===== config.mk =====
export PLATFORM = sky130hd
export DESIGN_NAME = two_class_age_ordered_fifo_core
export DESIGN_NICKNAME = d
export VERILOG_FILES = /design/src/rtl/tcaof_pkg.sv /design/src/rtl/tcaof_ram.sv /design/src/rtl/tcaof_ctrl.sv /design/src/rtl/tcaof_dp.sv /design/src/rtl/two_class_age_ordered_fifo_core.sv
export SDC_FILE = /design/constraint.sdc
export NUM_CORES = 1
export LEC_CHECK = 0
export ABC_AREA = 1
export BUFFER_PORTS_ARGS = -buffer_cell sky130_fd_sc_hd__buf_2
export CAP_MARGIN = 20
export CORE_UTILIZATION = 50
export DETAILED_ROUTE_END_ITERATION = 6
export GPL_ROUTABILITY_DRIVEN = 0
export PLACE_DENSITY = 0.73
export SKIP_CTS_REPAIR_TIMING = 1
export SYNTH_ARGS = -nofsm -noshare
export SYNTH_HDL_FRONTEND = slang
export SYNTH_SLANG_ARGS = --single-unit

===== constraint.sdc =====
create_clock -name clk -period 4.1 [get_ports clk]
set_input_delay 1.23 -clock clk [delete_from_list [all_inputs] [get_ports clk]]
set_output_delay 1.23 -clock clk [all_outputs]
set_load 0.005 [all_outputs]

===== src/rtl/tcaof_pkg.sv =====
// Shared types and constants for the two-class age-ordered FIFO.
package tcaof_pkg;

    localparam int TAG_PORT_W = 16;

    typedef enum logic [1:0] {
        OP_ENQ     = 2'd0,
        OP_DEQ_ANY = 2'd1,
        OP_DEQ_DOG = 2'd2,
        OP_DEQ_CAT = 2'd3
    } op_t;

    localparam logic [1:0] STATUS_OK    = 2'd0;
    localparam logic [1:0] STATUS_EMPTY = 2'd1;
    localparam logic [1:0] STATUS_FULL  = 2'd2;

    typedef struct packed {
        logic capture;
        logic execute;
    } dp_cmd_t;

    typedef struct packed {
        logic res_free;
    } dp_sts_t;

endpackage


===== src/rtl/tcaof_ram.sv =====
// Generic single-write, single-read RAM with registered read data.
module tcaof_ram #(
    parameter int WIDTH = 32,
    parameter int DEPTH = 16
) (
    input  logic                     clk,
    input  logic                     wr_en,
    input  logic [$clog2(DEPTH)-1:0] wr_addr,
    input  logic [WIDTH-1:0]         wr_data,
    input  logic [$clog2(DEPTH)-1:0] rd_addr,
    output logic [WIDTH-1:0]         rd_data
);

    logic [WIDTH-1:0] mem [DEPTH];
    logic [WIDTH-1:0] rd_data_reg;

    always_ff @(posedge clk)
    begin
        if (wr_en)
        begin
            mem[wr_addr] <= wr_data;
        end
        rd_data_reg <= mem[rd_addr];
    end

    assign rd_data = rd_data_reg;

endmodule


===== src/rtl/tcaof_ctrl.sv =====
// Controller state machine: request capture and execute sequencing.
module tcaof_ctrl
    import tcaof_pkg::*;
(
    input  logic    clk,
    input  logic    rst_n,
    input  logic    req_valid,
    output logic    req_stall,
    input  dp_sts_t sts,
    output dp_cmd_t cmd
);

    typedef enum logic [1:0] {
        ST_IDLE = 2'b01,
        ST_EXEC = 2'b10
    } state_t;

    state_t state_reg;
    state_t state_next;

    always_comb
    begin
        state_next  = state_reg;
        cmd.capture = 1'b0;
        cmd.execute = 1'b0;
        req_stall   = 1'b1;
        case (state_reg)
            ST_IDLE:
            begin
                req_stall = 1'b0;
                if (req_valid)
                begin
                    cmd.capture = 1'b1;
                    state_next  = ST_EXEC;
                end
            end
            ST_EXEC:
            begin
                if (sts.res_free)
                begin
                    cmd.execute = 1'b1;
                    state_next  = ST_IDLE;
                end
            end
            default:
            begin
                state_next = ST_IDLE;
            end
        endcase
    end

    always_ff @(posedge clk or negedge rst_n)
    begin
        if (!rst_n)
        begin
            state_reg <= ST_IDLE;
        end
        else
        begin
            state_reg <= state_next;
        end
    end

endmodule


===== src/rtl/tcaof_dp.sv =====
// Datapath: class stores, pointers, counts, arrival stamp and result register.
module tcaof_dp
    import tcaof_pkg::*;
#(
    parameter int QUEUE_DEPTH = 16,
    parameter int TAG_BITS    = 16,
    parameter int STAMP_BITS  = 16
) (
    input  logic                  clk,
    input  logic                  rst_n,
    input  dp_cmd_t               cmd,
    output dp_sts_t               sts,
    input  logic [1:0]            operation,
    input  logic                  item_class,
    input  logic [TAG_PORT_W-1:0] item_tag,
    output logic                  rsp_valid,
    input  logic                  rsp_stall,
    output logic [1:0]            status,
    output logic                  out_valid,
    output logic [TAG_PORT_W-1:0] out_tag,
    output logic                  out_class
);

    localparam int PW    = $clog2(QUEUE_DEPTH);
    localparam int CW    = $clog2(QUEUE_DEPTH + 1);
    localparam int TAG_W = (TAG_BITS < TAG_PORT_W) ? TAG_BITS : TAG_PORT_W;
    localparam int EW    = TAG_W + STAMP_BITS;
    localparam logic [CW-1:0] COUNT_FULL = CW'(QUEUE_DEPTH);
    localparam logic [PW-1:0] PTR_LAST   = PW'(QUEUE_DEPTH - 1);

    function automatic logic [PW-1:0] ptr_inc(input logic [PW-1:0] p);
        logic [PW-1:0] r;
        if (p == PTR_LAST)
        begin
            r = '0;
        end
        else
        begin
            r = p + PW'(1);
        end
        return r;
    endfunction

    // captured transaction
    op_t                op_reg;
    logic               class_reg;
    logic [TAG_W-1:0]   tag_reg;

    logic [PW-1:0]      dog_head_reg, dog_tail_reg, cat_head_reg, cat_tail_reg;
    logic [CW-1:0]      dog_count_reg, cat_count_reg;
    logic [STAMP_BITS-1:0] arrival_reg;

    logic               res_valid_reg;
    logic [1:0]         status_reg;
    logic               out_valid_reg;
    logic [TAG_PORT_W-1:0] out_tag_reg;
    logic               out_class_reg;

    logic [EW-1:0]      dog_rd, cat_rd, wr_entry;
    logic               dog_wr, cat_wr, dog_pop, cat_pop;
    logic               dog_empty, cat_empty, cat_older, pick, deq;
    logic [STAMP_BITS-1:0] stamp_diff;
    logic [1:0]         res_status;
    logic               res_item_valid, res_class;
    logic [TAG_PORT_W-1:0] res_tag;

    assign wr_entry = {tag_reg, arrival_reg};

    tcaof_ram #(
        .WIDTH (EW),
        .DEPTH (QUEUE_DEPTH)
    ) u_dog_ram (
        .clk     (clk),
        .wr_en   (cmd.execute & dog_wr),
        .wr_addr (dog_tail_reg),
        .wr_data (wr_entry),
        .rd_addr (dog_head_reg),
        .rd_data (dog_rd)
    );

    tcaof_ram #(
        .WIDTH (EW),
        .DEPTH (QUEUE_DEPTH)
    ) u_cat_ram (
        .clk     (clk),
        .wr_en   (cmd.execute & cat_wr),
        .wr_addr (cat_tail_reg),
        .wr_data (wr_entry),
        .rd_addr (cat_head_reg),
        .rd_data (cat_rd)
    );

    assign dog_empty  = (dog_count_reg == '0);
    assign cat_empty  = (cat_count_reg == '0);
    assign stamp_diff = cat_rd[STAMP_BITS-1:0] - dog_rd[STAMP_BITS-1:0];
    assign cat_older  = stamp_diff[STAMP_BITS-1];

    always_comb
    begin
        dog_wr         = 1'b0;
        cat_wr         = 1'b0;
        dog_pop        = 1'b0;
        cat_pop        = 1'b0;
        deq            = 1'b0;
        pick           = 1'b0;
        res_status     = STATUS_OK;
        res_item_valid = 1'b0;
        res_class      = 1'b0;
        res_tag        = '0;
        case (op_reg)
            OP_ENQ:
            begin
                if (class_reg ? (cat_count_reg == COUNT_FULL)
                              : (dog_count_reg == COUNT_FULL))
                begin
                    res_status = STATUS_FULL;
                end
                else
                begin
                    cat_wr = class_reg;
                    dog_wr = !class_reg;
                end
            end
            OP_DEQ_ANY:
            begin
                deq  = 1'b1;
                pick = dog_empty ? 1'b1 : (cat_empty ? 1'b0 : cat_older);
            end
            OP_DEQ_DOG:
            begin
                deq  = 1'b1;
                pick = 1'b0;
            end
            OP_DEQ_CAT:
            begin
                deq  = 1'b1;
                pick = 1'b1;
            end
            default:
            begin
                deq = 1'b0;
            end
        endcase
        if (deq)
        begin
            if (pick ? cat_empty : dog_empty)
            begin
                res_status = STATUS_EMPTY;
            end
            else
            begin
                cat_pop        = pick;
                dog_pop        = !pick;
                res_item_valid = 1'b1;
                res_class      = pick;
                res_tag[TAG_W-1:0] = pick ? cat_rd[EW-1:STAMP_BITS]
                                          : dog_rd[EW-1:STAMP_BITS];
            end
        end
    end

    always_ff @(posedge clk)
    begin
        if (cmd.capture)
        begin
            op_reg    <= op_t'(operation);
            class_reg <= item_class;
            tag_reg   <= item_tag[TAG_W-1:0];
        end
        if (cmd.execute)
        begin
            status_reg    <= res_status;
            out_valid_reg <= res_item_valid;
            out_tag_reg   <= res_tag;
            out_class_reg <= res_class;
        end
    end

    always_ff @(posedge clk or negedge rst_n)
    begin
        if (!rst_n)
        begin
            dog_head_reg  <= '0;
            dog_tail_reg  <= '0;
            dog_count_reg <= '0;
            cat_head_reg  <= '0;
            cat_tail_reg  <= '0;
            cat_count_reg <= '0;
            arrival_reg   <= '0;
            res_valid_reg <= 1'b0;
        end
        else
        begin
            if (cmd.execute)
            begin
                res_valid_reg <= 1'b1;
                if (dog_wr)
                begin
                    dog_tail_reg  <= ptr_inc(dog_tail_reg);
                    dog_count_reg <= dog_count_reg + CW'(1);
                    arrival_reg   <= arrival_reg + STAMP_BITS'(1);
                end
                if (cat_wr)
                begin
                    cat_tail_reg  <= ptr_inc(cat_tail_reg);
                    cat_count_reg <= cat_count_reg + CW'(1);
                    arrival_reg   <= arrival_reg + STAMP_BITS'(1);
                end
                if (dog_pop)
                begin
                    dog_head_reg  <= ptr_inc(dog_head_reg);
                    dog_count_reg <= dog_count_reg - CW'(1);
                end
                if (cat_pop)
                begin
                    cat_head_reg  <= ptr_inc(cat_head_reg);
                    cat_count_reg <= cat_count_reg - CW'(1);
                end
            end
            else if (!rsp_stall)
            begin
                res_valid_reg <= 1'b0;
            end
        end
    end

    assign sts.res_free = !res_valid_reg || !rsp_stall;
    assign rsp_valid    = res_valid_reg;
    assign status       = status_reg;
    assign out_valid    = out_valid_reg;
    assign out_tag      = out_tag_reg;
    assign out_class    = out_class_reg;

    a_count_bound: assert property (@(posedge clk) disable iff (!rst_n)
        (dog_count_reg <= COUNT_FULL) && (cat_count_reg <= COUNT_FULL))
        else $error("queue occupancy beyond depth");

    a_no_overwrite: assert property (@(posedge clk) disable iff (!rst_n)
        cmd.execute |-> (!res_valid_reg || !rsp_stall))
        else $error("result register overwritten while stalled");

    a_result_loaded: assert property (@(posedge clk) disable iff (!rst_n)
        cmd.execute |=> res_valid_reg)
        else $error("executed transaction produced no result");

    a_counts_idle: assert property (@(posedge clk) disable iff (!rst_n)
        !cmd.execute |=> ($stable(dog_count_reg) && $stable(cat_count_reg)
                          && $stable(arrival_reg)))
        else $error("queue state changed without execute");

endmodule


===== src/rtl/two_class_age_ordered_fifo_core.sv =====
// Two-class age-ordered FIFO: top level joining controller and datapath.
// A transaction is captured into the request registers, then executed once the result register is free.
// The controller takes no new request while a captured transaction waits in its execute state.
// The next request is taken while a result still waits on a stalled output.
// Reset (rst_n, async, active low) clears pointers, counts and the arrival stamp.
// The stores are not cleared; no clearing pass is needed.
module two_class_age_ordered_fifo_core
    import tcaof_pkg::*;
#(
    parameter int QUEUE_DEPTH = 16,
    parameter int TAG_BITS    = 16,
    parameter int STAMP_BITS  = 16
) (
    input  logic                  clk,
    input  logic                  rst_n,
    input  logic                  req_valid,
    output logic                  req_stall,
    input  logic [1:0]            operation,
    input  logic                  item_class,
    input  logic [TAG_PORT_W-1:0] item_tag,
    output logic                  rsp_valid,
    input  logic                  rsp_stall,
    output logic [1:0]            status,
    output logic                  out_valid,
    output logic [TAG_PORT_W-1:0] out_tag,
    output logic                  out_class
);

    dp_cmd_t cmd;
    dp_sts_t sts;

    tcaof_ctrl u_ctrl (
        .clk       (clk),
        .rst_n     (rst_n),
        .req_valid (req_valid),
        .req_stall (req_stall),
        .sts       (sts),
        .cmd       (cmd)
    );

    tcaof_dp #(
        .QUEUE_DEPTH (QUEUE_DEPTH),
        .TAG_BITS    (TAG_BITS),
        .STAMP_BITS  (STAMP_BITS)
    ) u_dp (
        .clk        (clk),
        .rst_n      (rst_n),
        .cmd        (cmd),
        .sts        (sts),
        .operation  (operation),
        .item_class (item_class),
        .item_tag   (item_tag),
        .rsp_valid  (rsp_valid),
        .rsp_stall  (rsp_stall),
        .status     (status),
        .out_valid  (out_valid),
        .out_tag    (out_tag),
        .out_class  (out_class)
    );

endmodule


==> summary.md <==
| Metric | Value |
|---|---|
| Fin. max-slew vios | `0` |
| Setup-failing EPs final | `0` |
| Clock Sinks | `1172` |
| Die Wd | `302 um` |
| CP endpoint kind | `flip-flop` |
| Final net count | `3473` |
| Register bit total from synthesis | `1172` |
| Die ar. | `91300 um^2` |
| Syn avg cell area | `13.4 um^2` |
| Pre-CTS setup slack | `596 ps` |
| Cell mode on critical path | `nand2_1` |
| Non-filler cells, final | `4678` |
| Final worst-path cycle share | `81.4%` |
| Worst slew pin tran | `1090 ps` |
| Post-synthesis xor/xnor area fraction | `0.486%` |
| Min Tclk post-route | `3340 ps` |
| Distinct cells, synth | `45` |
| GRT busiest layer | `met2` |
| Area post-placement | `47200 um^2` |
| CTS Buf Count | `109` |
| Die Y | `302 um` |
| Mapped Area | `45000 um^2` |
| Largest cells by area after synthesis | `edfxtp_1 (71%), o21ai_0 (4.9%), nor2_1 (3.6%)` |
| Initial antenna violation count | `6` |
| Sequential area share after synthesis | `76.2%` |
| Slew HR | `27.1%` |
| FFs w/ async S/R, synth | `3.84%` |
| Worst vdd ir | `763 uV` |
| Top-area cell type share of the netlist area | `70.9%` |
| Initial Util | `50.7%` |
| Post-Synthesis Cells | `3350` |
| TritonCTS clock tree | `yes` |
| Dpl cells | `4464` |
| Ys flop type | `edfxtp_1` |
| Max incr delay on CP | `350 ps` |
| Site row count | `109` |
| Met1 Track Usage GR | `33.2%` |
| Area grow syn2layout | `12.7%` |
| Power per Cell Area | `676 nW/um^2` |
| Antenna Cells | `0` |
| Hpwl dp | `61.5 mm` |
| DR WL/cell | `23.4 um` |
| CP required | `4670 ps` |
| Drt first pass iters | `6` |
| List of most frequent post-synthesis cells | `edfxtp_1 (1063), o21ai_0 (444), nor2_1 (434), nand2_1 (381), clkbuf_1 (181)` |
| Critical path buffer and inverter count | `2` |
| CP Max Fanout | `21` |
| Most frequent cell after synthesis | `edfxtp_1` |
| Post-synth EDFFs | `1063` |
| Vias in the first global route | `26.3k` |
| Core Footprint | `88800 um^2` |
| Max Freq | `0.299 GHz` |
| Met3 usage | `3.73%` |
| Slowest cell on the critical path | `dfxtp_1` |
| RSZ-0062 raised after global routing | `no` |
| Root buffer cell | `clkbuf_16` |
| Family with the most delay on the worst path | `simple AND/OR/NAND/NOR gates` |
| Largest net degree at the start of global routing | `259` |
| Compound-Gate Fraction of Synth Area | `10.5%` |
| Fillers | `6688` |
| Hold Path Stages | `2` |
| Vias per inst | `5.98` |
| CTS clk-pin slew, worst paths | `60 ps` |
| Status | `finished clean` |
| Vias | `28.0k` |
| Simple-Gate Fraction of Synth Area | `9.21%` |
| Worst R2R Path Depth | `22` |
| Worst Slack Setup Final | `761 ps` |
| # IOs | `45` |
| Pleak | `17.0 nW` |
| Syn Nets | `3406` |
| Critical path depth in cells | `22` |
| Worst-path cell chain | `inv_1 -> ha_1 -> a21oi_1 -> nand2_1 -> nand2_1 -> nand2_1 -> nand2_1 -> nand2_1 -> nand2_1 -> nand3_1 -> nand2_8 -> nand2_4 -> nand3_1 -> inv_1 -> ha_1 -> a21o_1 -> a31oi_1 -> nand4_1 -> nand2_1 -> nand2_1 -> nand2_1 -> nand2_1` |
| Grt ovf | `0` |
| Initial drt markers | `3431` |
| Met2 Resource Use GR | `37.9%` |
| Setup TNS | `0 ps` |
| Synth warn | `0` |
| Routed Antenna Nets | `0` |
| Total track usage | `23.8%` |
| Global-route wire length before repair | `162 mm` |
| Share of cells above drive strength 1 | `11.3%` |
| Synth Area in Adders | `0.950%` |
| Multiplexer share of the synthesized area | `0.0500%` |
| Clock skew | `20.8 ps` |
| Max_cap viols | `0` |
| Worst skew pair latency | `690 ps` |
| Setup CP Type | `flip-flop to flip-flop` |
| CP Launch Type | `flip-flop` |
| DRC violations left | `0` |
| Fin. Hold Viols | `0` |
| Largest family of logic cells by synthesized area | `compound AO/OA/AOI/OAI gates` |
| Post-route cell area | `50800 um^2` |
| Biggest regs | `u_dp.u_cat_ram.mem: 512 flops, u_dp.u_dog_ram.mem: 512 flops` |
| CP arrival | `3910 ps` |
| Area leader, netlist | `edfxtp_1` |
| Input/output buffers | `44` |
| Min-delay worst type | `flip-flop to flip-flop` |
| Clock Tree Buf Depth | `3` |
| H-tree Lvls | `3` |
| WL final | `109 mm` |
[stage by stage]
| stage | hold WS [ps] | util [%] | total power, W |
|---|---|---|---|
| finish | 500 | 57.2 | 0.0343 |
| global route | 536 | 57.2 | 0.0358 |
| CTS | 505 | 57.1 | 0.0343 |
| detailed placement | 492 | 53.2 | 0.0247 |
| global placement | 486 | 53.2 | 0.0245 |
| floorplan | 452 | - | 0.0210 |
[layout make-up]
type / count / area, um^2 / area share (%)
timing repair buffer: 160 / 1360 / 2.67
tap: 1165 / 1460 / 2.87
inverter: 92 / 357 / 0.702
sequential: 1172 / 34300 / 67.6
clock inverter: 61 / 457 / 0.899
multi-input combinational: 1882 / 9820 / 19.3
clock buffer: 146 / 2980 / 5.87
[power breakdown]
group          internal (W)  switching (W)
clock network       0.00542        0.00427
logic               0.00272        0.00721
registers            0.0141       0.000548
total                0.0223         0.0120
[logic make-up after synthesis]
group,after synthesis
flip-flops,1172
AND/OR/NAND/NOR,1007
AO/OA/AOI/OAI,815
buffers and inverters,296
adder cells (fa/ha/maj),33
XOR/XNOR,25
multiplexers,2
[routing by layer]
layer  wire (um)  share of wire [%]
met1       44300                 41
met2       51900                 47
met3        9690                8.9
met4        3460                3.2
met5          31              0.028
[path summary, 6_finish.rpt]
path | slack (ps) | to | startpoint
setup reg to reg | 760 | u_dp.dog_count_reg[4] | u_dp.u_dog_ram.rd_data[2]
min in group asynchronous | 640 | u_dp.dog_head_reg[0] | rst_n
max in group asynchronous | 2630 | u_dp.arrival_reg[1] | rst_n
setup / recovery | 760 | u_dp.dog_count_reg[4] | u_dp.u_dog_ram.rd_data[2]
hold / removal | 500 | u_dp.rsp_valid | u_dp.rsp_valid
hold reg to reg | 500 | u_dp.rsp_valid | u_dp.rsp_valid
[worst reg2reg max path: stages (launching register included)]
cell	delay, ps
dfxtp_1	350
inv_1	50
ha_1	280
a21oi_1	150
nand2_1	90
nand2_1	60
nand2_1	50
nand2_1	100
nand2_1	60
nand2_1	60
nand3_1	190
nand2_8	210
nand2_4	180
nand3_1	190
inv_1	100
ha_1	330
a21o_1	200
a31oi_1	190
nand4_1	120
nand2_1	110
nand2_1	60
nand2_1	60
nand2_1	50
[placed cells by master (no fill, tap or decap), types with 10 or more instances in the layout]
cell | netlist | routed
a21oi_1 | 105 | 105
a21oi_2 | 10 | 10
a221oi_1 | 43 | 43
buf_12 | 0 | 16
buf_2 | 9 | 44
buf_4 | 0 | 93
clkbuf_1 | 181 | 29
clkbuf_16 | 0 | 112
clkinv_1 | 4 | 24
clkinv_2 | 0 | 24
dfrtp_1 | 44 | 37
dfxtp_1 | 64 | 64
edfxtp_1 | 1063 | 1063
ha_1 | 31 | 31
inv_1 | 84 | 81
nand2_1 | 381 | 380
nand3_1 | 134 | 134
nand4_1 | 29 | 29
nor2_1 | 434 | 399
nor2_4 | 1 | 34
o211ai_1 | 13 | 13
o21ai_0 | 444 | 444
o221ai_1 | 73 | 73
o22ai_1 | 120 | 120
xor2_1 | 23 | 23
Power figures use the tool's default switching activity.
